<file path="src/design/keds_pkg.sv">
`timescale 1ns / 1ps
`default_nettype none

package keds_pkg;

	// Configuration register map.
	localparam int CFG_IDX_W  = 1;
	localparam int CFG_DATA_W = 5;

	localparam logic [CFG_IDX_W-1:0] REG_KEEP_COUNT  = 1'b0;
	localparam logic [CFG_IDX_W-1:0] REG_SELECT_MODE = 1'b1;

	// Field widths of the stream payloads.
	localparam int LABEL_W  = 64;
	localparam int COUNT_W  = 5;
	localparam int OUT_W    = 72;

	// Controller states.
	typedef enum logic [2:0] {
		ST_IDLE,
		ST_SCAN,
		ST_CALC,
		ST_COMMIT,
		ST_EMIT
	} keds_state_t;

	// Commands from the controller to the datapath.
	typedef struct packed {
		logic load;
		logic scan;
		logic calc;
		logic commit;
		logic emit;
	} keds_cmd_t;

	// Status from the datapath to the controller.
	typedef struct packed {
		logic total_zero;
		logic scan_done;
		logic last;
		logic out_free;
	} keds_status_t;

endpackage

`default_nettype wire

</file>
<file path="src/design/keds_ctrl.sv">
`timescale 1ns / 1ps
`default_nettype none

module keds_ctrl
	import keds_pkg::*;
(
	input  wire logic         clk,
	input  wire logic         arst_n,
	input  wire logic         s_tvalid,
	output logic              s_tready,
	input  wire keds_status_t status,
	output keds_cmd_t         cmd
);

	keds_state_t state_q;
	keds_state_t state_next;

	always_ff @(posedge clk or negedge arst_n) begin
		if (!arst_n) begin
			state_q <= ST_IDLE;
		end else begin
			state_q <= state_next;
		end
	end

	always_comb begin
		state_next = state_q;
		unique case (state_q)
			ST_IDLE: begin
				if (s_tvalid) begin
					state_next = status.total_zero ? ST_CALC : ST_SCAN;
				end
			end
			ST_SCAN: begin
				if (status.scan_done) begin
					state_next = ST_CALC;
				end
			end
			ST_CALC: begin
				state_next = ST_COMMIT;
			end
			ST_COMMIT: begin
				state_next = status.last ? ST_EMIT : ST_IDLE;
			end
			ST_EMIT: begin
				if (status.out_free) begin
					state_next = ST_IDLE;
				end
			end
			default: begin
				state_next = ST_IDLE;
			end
		endcase
	end

	always_comb begin
		s_tready   = 1'b0;
		cmd        = '0;
		unique case (state_q)
			ST_IDLE: begin
				s_tready = 1'b1;
				cmd.load = s_tvalid;
			end
			ST_SCAN: begin
				cmd.scan = 1'b1;
			end
			ST_CALC: begin
				cmd.calc = 1'b1;
			end
			ST_COMMIT: begin
				cmd.commit = 1'b1;
			end
			ST_EMIT: begin
				cmd.emit = status.out_free;
			end
			default: begin
				s_tready = 1'b0;
			end
		endcase
	end

endmodule

`default_nettype wire

</file>
<file path="src/design/keds_dp.sv">
`timescale 1ns / 1ps
`default_nettype none

module keds_dp
	import keds_pkg::*;
#(
	parameter int MAX_KEEP = 16
) (
	input  wire logic                  clk,
	input  wire logic                  arst_n,
	input  wire keds_cmd_t             cmd,
	output keds_status_t               status,
	input  wire logic [LABEL_W-1:0]    label,
	input  wire logic                  is_last,
	input  wire logic [CFG_DATA_W-1:0] keep_count,
	input  wire logic                  select_mode,
	input  wire logic                  m_tready,
	output logic                       m_tvalid,
	output logic [LABEL_W-1:0]         signature,
	output logic [COUNT_W-1:0]         kept_entries
);

	localparam int IW = (MAX_KEEP > 1) ? $clog2(MAX_KEEP) : 1;
	localparam int CW = $clog2(MAX_KEEP + 1);
	localparam int KW = (CW > CFG_DATA_W) ? CW : CFG_DATA_W;

	logic [LABEL_W-1:0] mem [MAX_KEEP];

	logic [LABEL_W-1:0] label_q;
	logic               last_q;
	logic               seed_q;
	logic               hit_q;
	logic [LABEL_W-1:0] worst_q;
	logic [IW-1:0]      widx_q;
	logic [IW-1:0]      ridx_q;
	logic               rv_q;
	logic [LABEL_W-1:0] rd_data_q;
	logic [CW-1:0]      cnt_q;
	logic [CW-1:0]      total_q;
	logic [CW-1:0]      seen_q;
	logic [LABEL_W-1:0] sum_q;
	logic [LABEL_W-1:0] delta_q;
	logic               better_q;
	logic [LABEL_W-1:0] out_sig_q;
	logic [COUNT_W-1:0] out_cnt_q;
	logic               out_valid_q;

	logic [KW-1:0] keep_ext;
	logic [KW-1:0] max_ext;
	logic [KW-1:0] keff;
	logic [KW-1:0] seen_ext;
	logic [KW-1:0] total_ext;
	logic          rd_en;
	logic          ins_en;
	logic          rep_en;
	logic          wr_en;
	logic [IW-1:0] wr_addr;
	logic          is_worse;

	// Effective keep count: zero acts as one, anything above the depth as the depth.
	always_comb begin
		keep_ext  = KW'(keep_count);
		max_ext   = KW'(MAX_KEEP);
		seen_ext  = KW'(seen_q);
		total_ext = KW'(total_q);
		if (keep_count == '0) begin
			keff = KW'(1);
		end else if (keep_ext > max_ext) begin
			keff = max_ext;
		end else begin
			keff = keep_ext;
		end
	end

	assign rd_en    = cmd.scan && (cnt_q < total_q);
	assign ins_en   = cmd.commit && seed_q && !hit_q && (total_q < CW'(MAX_KEEP));
	assign rep_en   = cmd.commit && !seed_q && (total_q != '0) && better_q && !hit_q;
	assign wr_en    = ins_en || rep_en;
	assign wr_addr  = ins_en ? total_q[IW-1:0] : widx_q;
	assign is_worse = select_mode ? (rd_data_q < worst_q) : (rd_data_q > worst_q);

	always_ff @(posedge clk) begin
		if (wr_en) begin
			mem[wr_addr] <= label_q;
		end
		if (rd_en) begin
			rd_data_q <= mem[cnt_q[IW-1:0]];
		end
	end

	// Item payload and scan results.
	always_ff @(posedge clk) begin
		if (cmd.load) begin
			label_q <= label;
			last_q  <= is_last;
			seed_q  <= (seen_ext < keff);
		end
		if (rd_en) begin
			ridx_q <= cnt_q[IW-1:0];
		end
		if (rv_q && ((ridx_q == '0) || is_worse)) begin
			worst_q <= rd_data_q;
			widx_q  <= ridx_q;
		end
		if (cmd.calc) begin
			delta_q  <= label_q - worst_q;
			better_q <= select_mode ? (label_q > worst_q) : (label_q < worst_q);
		end
		if (cmd.emit) begin
			out_sig_q <= sum_q;
			out_cnt_q <= total_ext[COUNT_W-1:0];
		end
	end

	always_ff @(posedge clk or negedge arst_n) begin
		if (!arst_n) begin
			hit_q       <= 1'b0;
			rv_q        <= 1'b0;
			cnt_q       <= '0;
			total_q     <= '0;
			seen_q      <= '0;
			sum_q       <= '0;
			out_valid_q <= 1'b0;
		end else begin
			rv_q <= rd_en;
			if (cmd.load) begin
				cnt_q <= '0;
				hit_q <= 1'b0;
			end else begin
				if (rd_en) begin
					cnt_q <= cnt_q + CW'(1);
				end
				if (rv_q && (rd_data_q == label_q)) begin
					hit_q <= 1'b1;
				end
			end
			if (cmd.commit && seed_q) begin
				seen_q <= seen_q + CW'(1);
			end
			if (ins_en) begin
				total_q <= total_q + CW'(1);
				sum_q   <= sum_q + label_q;
			end else if (rep_en) begin
				sum_q <= sum_q + delta_q;
			end
			if (cmd.emit) begin
				total_q     <= '0;
				seen_q      <= '0;
				sum_q       <= '0;
				out_valid_q <= 1'b1;
			end else if (m_tready) begin
				out_valid_q <= 1'b0;
			end
		end
	end

	assign status.total_zero = (total_q == '0);
	assign status.scan_done  = (cnt_q == total_q);
	assign status.last       = last_q;
	assign status.out_free   = !out_valid_q || m_tready;

	assign m_tvalid     = out_valid_q;
	assign signature    = out_sig_q;
	assign kept_entries = out_cnt_q;

endmodule

`default_nettype wire

</file>
<file path="src/design/k_extreme_distinct_sum.sv">
`timescale 1ns / 1ps
`default_nettype none

// Keeps a set of up to keep_count distinct 64-bit labels from a stream that is cut into
// sets by tlast. The first keep_count labels of a set seed it, duplicates collapsing;
// each later label replaces the largest kept entry (select_mode 0) or the smallest
// (select_mode 1) when it is strictly better and not already kept. On the item with
// tlast set, one result item carries the wrapping 64-bit sum of the kept labels and
// their count, and the set is cleared. Items are handled one at a time: an item's scan
// covers every label kept before it, since the label store has a single registered read
// port and is scanned one entry a cycle for membership and for the worst entry; an empty
// set skips the scan. A last item then passes an emit state that loads the output
// register, and waits there while an earlier result has not yet been taken. The sum is
// kept running as entries change, so no summing pass is needed. The store needs no
// clearing after reset. Configuration must be written through cfg_we, cfg_index and
// cfg_data only while the block is idle; the block itself does not enforce this.

module k_extreme_distinct_sum
	import keds_pkg::*;
#(
	parameter int MAX_KEEP = 16
) (
	input  wire logic                  clk,
	input  wire logic                  arst_n,
	input  wire logic                  cfg_we,
	input  wire logic [CFG_IDX_W-1:0]  cfg_index,
	input  wire logic [CFG_DATA_W-1:0] cfg_data,
	input  wire logic                  s_tvalid,
	output logic                       s_tready,
	input  wire logic [63:0]           s_tdata,   // [63:0] label
	input  wire logic                  s_tlast,   // is_last
	output logic                       m_tvalid,
	input  wire logic                  m_tready,
	output logic [OUT_W-1:0]           m_tdata    // [63:0] signature, [68:64] kept_entries
);

	logic [CFG_DATA_W-1:0] keep_count_q;
	logic                  select_mode_q;
	keds_cmd_t             cmd;
	keds_status_t          status;
	logic [LABEL_W-1:0]    signature;
	logic [COUNT_W-1:0]    kept_entries;

	// Configuration registers.
	always_ff @(posedge clk or negedge arst_n) begin
		if (!arst_n) begin
			keep_count_q  <= CFG_DATA_W'(4);
			select_mode_q <= 1'b0;
		end else if (cfg_we) begin
			unique case (cfg_index)
				REG_KEEP_COUNT: begin
					keep_count_q <= cfg_data;
				end
				REG_SELECT_MODE: begin
					select_mode_q <= cfg_data[0];
				end
				default: begin
					keep_count_q <= keep_count_q;
				end
			endcase
		end
	end

	// The controller sequences load, scan, decision, commit and emit for each item.
	keds_ctrl u_ctrl (
		.clk      (clk),
		.arst_n   (arst_n),
		.s_tvalid (s_tvalid),
		.s_tready (s_tready),
		.status   (status),
		.cmd      (cmd)
	);

	// The datapath holds the label store, counters, running sum and output register.
	keds_dp #(
		.MAX_KEEP (MAX_KEEP)
	) u_dp (
		.clk          (clk),
		.arst_n       (arst_n),
		.cmd          (cmd),
		.status       (status),
		.label        (s_tdata),
		.is_last      (s_tlast),
		.keep_count   (keep_count_q),
		.select_mode  (select_mode_q),
		.m_tready     (m_tready),
		.m_tvalid     (m_tvalid),
		.signature    (signature),
		.kept_entries (kept_entries)
	);

	assign m_tdata = {{(OUT_W - LABEL_W - COUNT_W){1'b0}}, kept_entries, signature};

`ifndef SYNTH
	// Items are handled one at a time, so an accepted item closes the input.
	a_one_at_a_time: assert property (@(posedge clk) disable iff (!arst_n)
		(s_tvalid && s_tready) |=> !s_tready)
		else $error("input accepted while an item was still in work");

	// A result never reports more entries than the store holds.
	a_count_bound: assert property (@(posedge clk) disable iff (!arst_n)
		m_tvalid |-> (32'(m_tdata[68:64]) <= 32'(MAX_KEEP)))
		else $error("result count exceeds the store depth");

	// A fresh result only follows an item that closed its set.
	a_result_after_last: assert property (@(posedge clk) disable iff (!arst_n)
		$rose(m_tvalid) |-> status.last)
		else $error("result produced without a last item");
`endif

endmodule

`default_nettype wire

</file>
<file path="config.mk">
export PLATFORM = sky130hd
export DESIGN_NAME = k_extreme_distinct_sum
export DESIGN_NICKNAME = d
export VERILOG_FILES = /design/src/design/keds_pkg.sv /design/src/design/keds_ctrl.sv /design/src/design/keds_dp.sv /design/src/design/k_extreme_distinct_sum.sv
export SDC_FILE = /design/constraint.sdc
export NUM_CORES = 2
export LEC_CHECK = 0
export ABC_AREA = 0
export BUFFER_PORTS_ARGS = -buffer_cell sky130_fd_sc_hd__buf_2
export CORE_MARGIN = 3
export CORE_UTILIZATION = 50
export DETAILED_ROUTE_END_ITERATION = 6
export GPL_TIMING_DRIVEN = 0
export PLACE_DENSITY = 0.76
export SLEW_MARGIN = 5
export SYNTH_ARGS = -nofsm -noshare
export SYNTH_HDL_FRONTEND = slang
export SYNTH_SLANG_ARGS = --single-unit
</file>
<file path="constraint.sdc">
create_clock -name clk -period 9.3 [get_ports clk]
set_input_delay 1.395 -clock clk [delete_from_list [all_inputs] [get_ports clk]]
set_output_delay 1.395 -clock clk [all_outputs]
set_load 0.02 [all_outputs]
</file>
After elaboration in Yosys (flattened, before gate mapping)
Memories as Yosys holds them, arrays and structs flattened. A register that Yosys moved wholly into a read port is not among the register bits.
Cells that the tools add are included.

storage, ports and cells
  bits in writable memories = 1024
  register bits after elaboration = 363
  memories kept = 1
  output and inout bits = 74
  input bits = 76
  logic and storage cells = 107

cells by class
  reductions and logical operators = 30
  equality and inequality tests = 9
  $lt $le $gt $ge = 8
  $add $sub $neg = 6
  bitwise logic cells = 1
  mux-type cells = 32

memories
  memory    words  bits a word  read ports  clocked after Yosys merged registers in  wr ports  RTL line       source
  u_dp.mem  16     64           1           1                                        1         keds_dp.sv:27  logic [LABEL_W-1:0] mem [MAX_KEEP];

operators with widths
  cell                   number
  $mux W64               3
  $add A64 B64 Y64       2
  $gt A64 B64 Y1         2
  $lt A64 B64 Y1         2
  $eq A64 B64 Y1         1
  $sub A64 B64 Y64       1
  $mux W5                8
  $add A5 B1 Y5 const B  3
  $pmux W3 S5            1
  $mux W1                14
  $mux W3                4
  $logic_and A1 B1 Y1    10
  $logic_not A5 Y1       2
  $lt A5 B5 Y1           2
  $reduce_bool A2 Y1     5
  $eq A3 B2 Y1 const B   2
  $eq A5 B5 Y1           1
  $gt A5 B5 Y1 const B   1
  $lt A5 B5 Y1 const B   1
  $reduce_bool A5 Y1     1
  $logic_not A4 Y1       1
  $mux W4                1
  $ne A2 B2 Y1 const B   2
  $reduce_and A2 Y1      2
  other kinds (10)       14

Depth between registers and ports, before layout
  depth after elaboration = 9
  depth in mapped cells = 21

Hierarchy
Synthesis repeated with hierarchy kept, for this count alone.

unflattened totals
  cell total of the unflattened synthesis = 3854
  area, all modules = 63332.0 um^2

by module, submodules not included
  module                  instances  area an instance (um^2)  cells an instance
  keds_dp                 1          62894.1                  3818
  k_extreme_distinct_sum  1          262.8                    18
  keds_ctrl               1          175.2                    18

Least setup slack after synthesis
No wires, ideal clock.

  path kind = register to register
  from = reg u_dp.cnt_q[0]
  to = reg u_dp.cnt_q[3]
  arrival time = 6.903 ns
  setup slack = 2.167 ns
  library setup time = 0.230 ns
  clock period less this slack = 7.133 ns
  path buffers = 3
  cell stages (with the launch flop) = 14
  cell sequence = dfrtp_1 > clkbuf_1 > buf_2 > clkbuf_1 > inv_1 > ha_1 > nor2b_1 > o21a_1 > o21ai_0 > nand2b_1 > a2111oi_2 > nand4_1 > xor2_1 > nor2_1

on the way
  word-level cells in the longest chain between the ends = 3

RTL lines
  item                                 RTL line        source
  start, declared                      keds_dp.sv:38   logic [CW-1:0] cnt_q;
  start signal, assigned               keds_dp.sv:131  cnt_q <= cnt_q + CW'(1);
  $lt A5 B5 Y1                         keds_dp.sv:75   assign rd_en = cmd.scan && (cnt_q < total_q);
  $logic_and A1 B1 Y1                  keds_dp.sv:75
  named net u_dp.rd_en                 keds_dp.sv:53   logic rd_en;
  $reduce_bool A2 Y1 (no source line)  n/a

The timed path passes the listed nets, and every way through them passes these cells. The select of a mux whose other input is x is not followed.
A chain may end at the register's enable or synchronous reset.

Worst setup path after layout
  from = reg u_ctrl.state_q[2]
  to = reg u_dp.sum_q[53]

on the way
  word-level cells in the longest chain between the ends = 7

RTL lines
  item                                                         RTL line                       source
  start, declared                                              keds_ctrl.sv:15                keds_state_t state_q;
  start signal, assigned                                       keds_ctrl.sv:22                state_q <= state_next;
  $eq A3 B2 Y1                                                 keds_ctrl.sv:59                unique case (state_q)
  $mux W1                                                      keds_ctrl.sv:59
  $logic_and A1 B1 Y1, on equally long branches (3 in series)  keds_dp.sv:76, keds_dp.sv:77
  $mux W64 / $logic_and A1 B1 Y1 (equally long branches)       keds_dp.sv:140, keds_dp.sv:77
  $mux W64 / $reduce_bool A3 Y1 (equally long branches)        n/a
  end signal, assigned                                         keds_dp.sv:142                 sum_q <= sum_q + label_q;
  end signal, assigned                                         keds_dp.sv:144                 sum_q <= sum_q + delta_q;
  end, declared                                                keds_dp.sv:41                  logic [LABEL_W-1:0] sum_q;

Several ways; a longest one is shown, not always the timed one.

==> reports/summary.txt <==
STA
-----------------------------------------------------------------------------------------------------------------
Shortest clock period the worst path allows after layout ...........................................      6406 ps
Fmax ...............................................................................................   0.1561 GHz
Worst-Margin Slew ..................................................................................      1420 ps
Worst slew margin relative to its limit ............................................................       5.319%
Setup repair after global routing missed its margin ................................................           no
Clock skew after layout ............................................................................     45.95 ps
Period Utilization, post-route .....................................................................       68.88%
Pins Over Slew Limit ...............................................................................            0
Hold Fails Final Rpt ...............................................................................            0
Count of endpoints failing setup in the final report ...............................................            0

FLOORPLAN
-----------------------------------------------------------------------------------------------------------------
Die width ..........................................................................................     361.3 um
Number of primary I/O pins .........................................................................          150
Cell Rows ..........................................................................................          129
Starting density of the core .......................................................................       50.67%
Die Area ...........................................................................................   130600 um2
Overall die height .................................................................................     361.3 um
Area of the core ...................................................................................   124600 um2

LOGIC SYNTHESIS
-----------------------------------------------------------------------------------------------------------------
Number of synthesized flops with an enable pin .....................................................         1360
Flop and latch count out of synthesis ..............................................................         1451
Synth top cells by count ........................................................................... sky130_fd_sc_hd__edfxtp_1, sky130_fd_sc_hd__mux4_2, sky130_fd_sc_hd__nand2_1, sky130_fd_sc_hd__ha_1, sky130_fd_sc_hd__a21oi_1
Most used flip-flop cell after synthesis ........................................................... sky130_fd_sc_hd__edfxtp_1
Largest family of logic cells by synthesized area .................................................. multiplexers
Post-synthesis sequential area ratio ...............................................................       68.30%
Post-synthesis share of cell area spent on and, or, nand and nor gates .............................       5.371%
Number of distinct standard cells referenced by the synthesized netlist ............................           89
Share of flip-flops with an asynchronous set or reset after synthesis ..............................       6.272%
Mux contribution to synthesized area ...............................................................       11.55%
Mapped Cells .......................................................................................         3790
Xor and xnor fraction of the mapped netlist area ...................................................       2.525%
Cell Area, Synth ...................................................................................    63130 um2
Arithmetic-cell share of the synthesized area counting full adders, half adders and majority gates .       4.384%
Cells taking the most area after synthesis ......................................................... sky130_fd_sc_hd__edfxtp_1, sky130_fd_sc_hd__mux4_2, sky130_fd_sc_hd__ha_1, sky130_fd_sc_hd__dfrtp_1, sky130_fd_sc_hd__nand2_1
Dominant cell type by area after synthesis ......................................................... sky130_fd_sc_hd__edfxtp_1
Per-instance average area after synthesis ..........................................................    16.66 um2
Most frequent cell after synthesis ................................................................. sky130_fd_sc_hd__edfxtp_1
Yosys top cell area share ..........................................................................       64.69%
Share of the synthesized area in compound gates (AO/OA/AOI/OAI) ....................................       6.146%
Syn. warnings ......................................................................................            0

PLACE
-----------------------------------------------------------------------------------------------------------------
Half-perimeter wire length after placement .........................................................    118700 um
Total instance count after detailed placement ......................................................         5642
Total placed instance area .........................................................................    67440 um2
Routability congestion estimate ....................................................................       0.9409
Port-buffer cells ..................................................................................          146

OUTCOME
-----------------------------------------------------------------------------------------------------------------
Outcome ............................................................................................    completed

WORST SETUP PATH
-----------------------------------------------------------------------------------------------------------------
Data arrival time of the critical path .............................................................      7020 ps
Crit Path Max Fanout ...............................................................................           10
CP most frequent cell .............................................................................. sky130_fd_sc_hd__clkbuf_1
Kind of start point of the critical path ...........................................................         flop
Crit path cell chain ............................................................................... clkbuf_1, nor2_1, nand2_1, nor3_1, clkbuf_1, clkbuf_1, clkbuf_1, nand2_1, nand2_1, ha_1, clkbuf_1, a21o_1, a21oi_1, nand3_1, a311oi_1, o31ai_2, and2_1, a21oi_1, xor2_1, o21ai_0
Maximum cell stage delay along the critical path ...................................................       700 ps
Critical-path top delay cell ....................................................................... sky130_fd_sc_hd__a311oi_1
Kind of critical path .............................................................................. flop to flop
Data required time at the worst endpoint ...........................................................      9920 ps
Type of element capturing the critical path ........................................................         flop

GRT
-----------------------------------------------------------------------------------------------------------------
GRT Resource Usage Total ...........................................................................       27.36%
Largest net degree at the start of global routing ..................................................           67
First-pass GRT wire length .........................................................................    258800 um
Overflow after GRT .................................................................................            0
Number of global-route vias before repair ..........................................................        37580
Antenna violations before repair ...................................................................            6

CTS
-----------------------------------------------------------------------------------------------------------------
Gates resized, CTS repair ..........................................................................            0
Clock transition at the registers of the reported paths ............................................        60 ps
Number of clock buffers inserted by TritonCTS ......................................................          145
Root cell of the clock tree ........................................................................ sky130_fd_sc_hd__clkbuf_16
Post-CTS setup buffers .............................................................................            0
Maximum clock path buffer count ....................................................................            3
Clock net sink count ...............................................................................         1451
Clock Latency Late Sink ............................................................................       800 ps
H-Tree Depth .......................................................................................            4
Hold-fix buffer count after cts ....................................................................            0
TritonCTS clock tree ...............................................................................        built

ROUTE
-----------------------------------------------------------------------------------------------------------------
Total Wirelength ...................................................................................    177600 um
DRC ................................................................................................            0
Iteration count of the initial detailed-routing pass ...............................................            6
Count of vias placed by the detailed router ........................................................        37340
Routed wire per std cell ...........................................................................     30.06 um
Avg Vias per Cell ..................................................................................        6.320
Iteration-0 DRC count of the detailed router .......................................................         4792
Antenna Nets Post-Route ............................................................................            0

HOLD PATH
-----------------------------------------------------------------------------------------------------------------
Path category of the worst min-delay check ......................................................... flop to flop

POWER
-----------------------------------------------------------------------------------------------------------------
Leak pwr ...........................................................................................     25.08 nW
Power density relative to cell area ................................................................ 312.2 nW/um2
Post-route total power .............................................................................     22.49 mW
IR drop worst, VDD .................................................................................  0.0001704 V

FINISH
-----------------------------------------------------------------------------------------------------------------
Share of layout cells above drive strength 1 .......................................................       19.22%
Area overhead of the layout relative to synthesis ..................................................       14.09%
Post-Layout Inst Area ..............................................................................    72030 um2
Count of placed standard cells in the final layout, fillers left out ...............................         5908
Final layout net count .............................................................................         4448
Utilization of the core after routing ..............................................................       57.81%
Fill cells .........................................................................................         9113
Number of antenna repair diodes ....................................................................            0

FLOW RUN
-----------------------------------------------------------------------------------------------------------------
Number of max-capacitance violations reported ......................................................            0

## cells in the final DEF, fill, tap and decap left out, drive strengths merged, types with 7 or more instances in the layout
cell type / netlist / final
nand2b: 21 / 21
mux4: 320 / 320
nor2b: 12 / 12
xnor2: 85 / 85
and3: 16 / 16
edfxtp: 1360 / 1360
nor2: 121 / 121
nor4: 20 / 20
nand3: 91 / 91
a211oi: 14 / 14
o31ai: 16 / 16
o21ai: 159 / 159
bufinv: 0 / 8
xor2: 97 / 97
o21a: 15 / 15
clkinv: 0 / 61
a21o: 106 / 106
dfrtp: 90 / 90
ha: 218 / 218
and2: 12 / 12
a31oi: 19 / 19
inv: 117 / 128
nor3: 36 / 36
nand4: 67 / 67
o211ai: 7 / 7
a221oi: 11 / 11
a21oi: 173 / 173
clkbuf: 113 / 294
o21bai: 16 / 16
nand2: 311 / 311
buf: 50 / 263
## worst max-delay path, delay by kind of cell, from the launching register on
kind,cells,cell delay (ps)
fa+ha+maj,1,240
xor+xnor,1,170
flops,1,360
buf+inv,5,2240
compound gates,6,1770
simple gates,7,1440
## final timing paths
kind,startpoint,to,slack [ps],depth (start not counted)
setup / recovery,u_ctrl.state_q[2],u_dp.sum_q[53],2890,20
hold / removal,u_dp.ridx_q[1],u_dp.widx_q[1],470,0
setup reg to reg,u_ctrl.state_q[2],u_dp.sum_q[53],2890,20
hold reg to reg,u_dp.ridx_q[1],u_dp.widx_q[1],470,0
max in group asynchronous,arst_n,keep_count_q[2],8040,2
min in group asynchronous,arst_n,u_dp.sum_q[18],540,1
## registers in the layout, summed over array words and instances, names as in the netlist, 4 cells and up
| name | cells |
|---|---|
| u_dp.sum_q | 64 |
| keep_count_q | 5 |
| u_dp.worst_q | 64 |
| u_dp.ridx_q | 4 |
| u_dp.cnt_q | 5 |
| u_dp.label_q | 64 |
| u_dp.rd_data_q | 64 |
| u_dp.kept_entries | 5 |
| u_dp.signature | 64 |
| u_dp.total_ext | 5 |
| u_dp.delta_q | 64 |
| u_dp.mem | 1024 |
| u_dp.seen_ext | 5 |
| u_dp.widx_q | 4 |
## logic make-up (layout without fill, tap and decap cells)
group                    after synthesis  in the layout
AO/OA/AOI/OAI                        596            596
XOR/XNOR                             182            182
multiplexers                         328            328
adder cells (fa/ha/maj)              220            220
other                                  1              3
flip-flops                          1451           1451
buffers and inverters                280            759
AND/OR/NAND/NOR                      732            732
## cell type report
| cell class | instances | area, um2 | share of cell area [%] |
|---|---|---|---|
| Buffer | 163 | 655.6 | 0.9102 |
| Timing Repair Buffer | 213 | 2097 | 2.911 |
| Inverter | 117 | 439.2 | 0.6097 |
| Clock inverter | 85 | 716.9 | 0.9953 |
| Multi-Input combinational cell | 2061 | 19090 | 26.50 |
| Sequential cell | 1451 | 43120 | 59.86 |
| Tap cell | 1637 | 2048 | 2.843 |
| Clock buffer | 181 | 3869 | 5.371 |
## stage by stage
| step | setup TNS [ps] | hold slack, ps | worst slack, ps |
|---|---|---|---|
| finish | 0 | 467.4 | 2894 |
| floorplan | 0 | 426.0 | 2167 |
| global placement | -234450 | 432.0 | -2711 |
| CTS | 0 | 466.2 | 2795 |
| detailed placement | 0 | 449.2 | 2831 |
| global route | 0 | 486.0 | 2536 |
## power breakdown
group          internal, mW  switching (mW)  leakage (nW)
Sequential             8.21           0.788          13.2
Clock                  3.20            2.55          2.23
Combinational          3.23            4.50          9.63
Total                  14.6            7.84          25.1
## layer usage
layer  track usage [%]  wire length (um)  vias to the layer above
li1                  -                 -                    15740
met1             37.35             68370                    18840
met5                 0                13                        -
met2             43.59             84560                     2339
met4             11.73              8067                        2
met3             5.149             16590                      427
(Power assumes the default switching activity.)
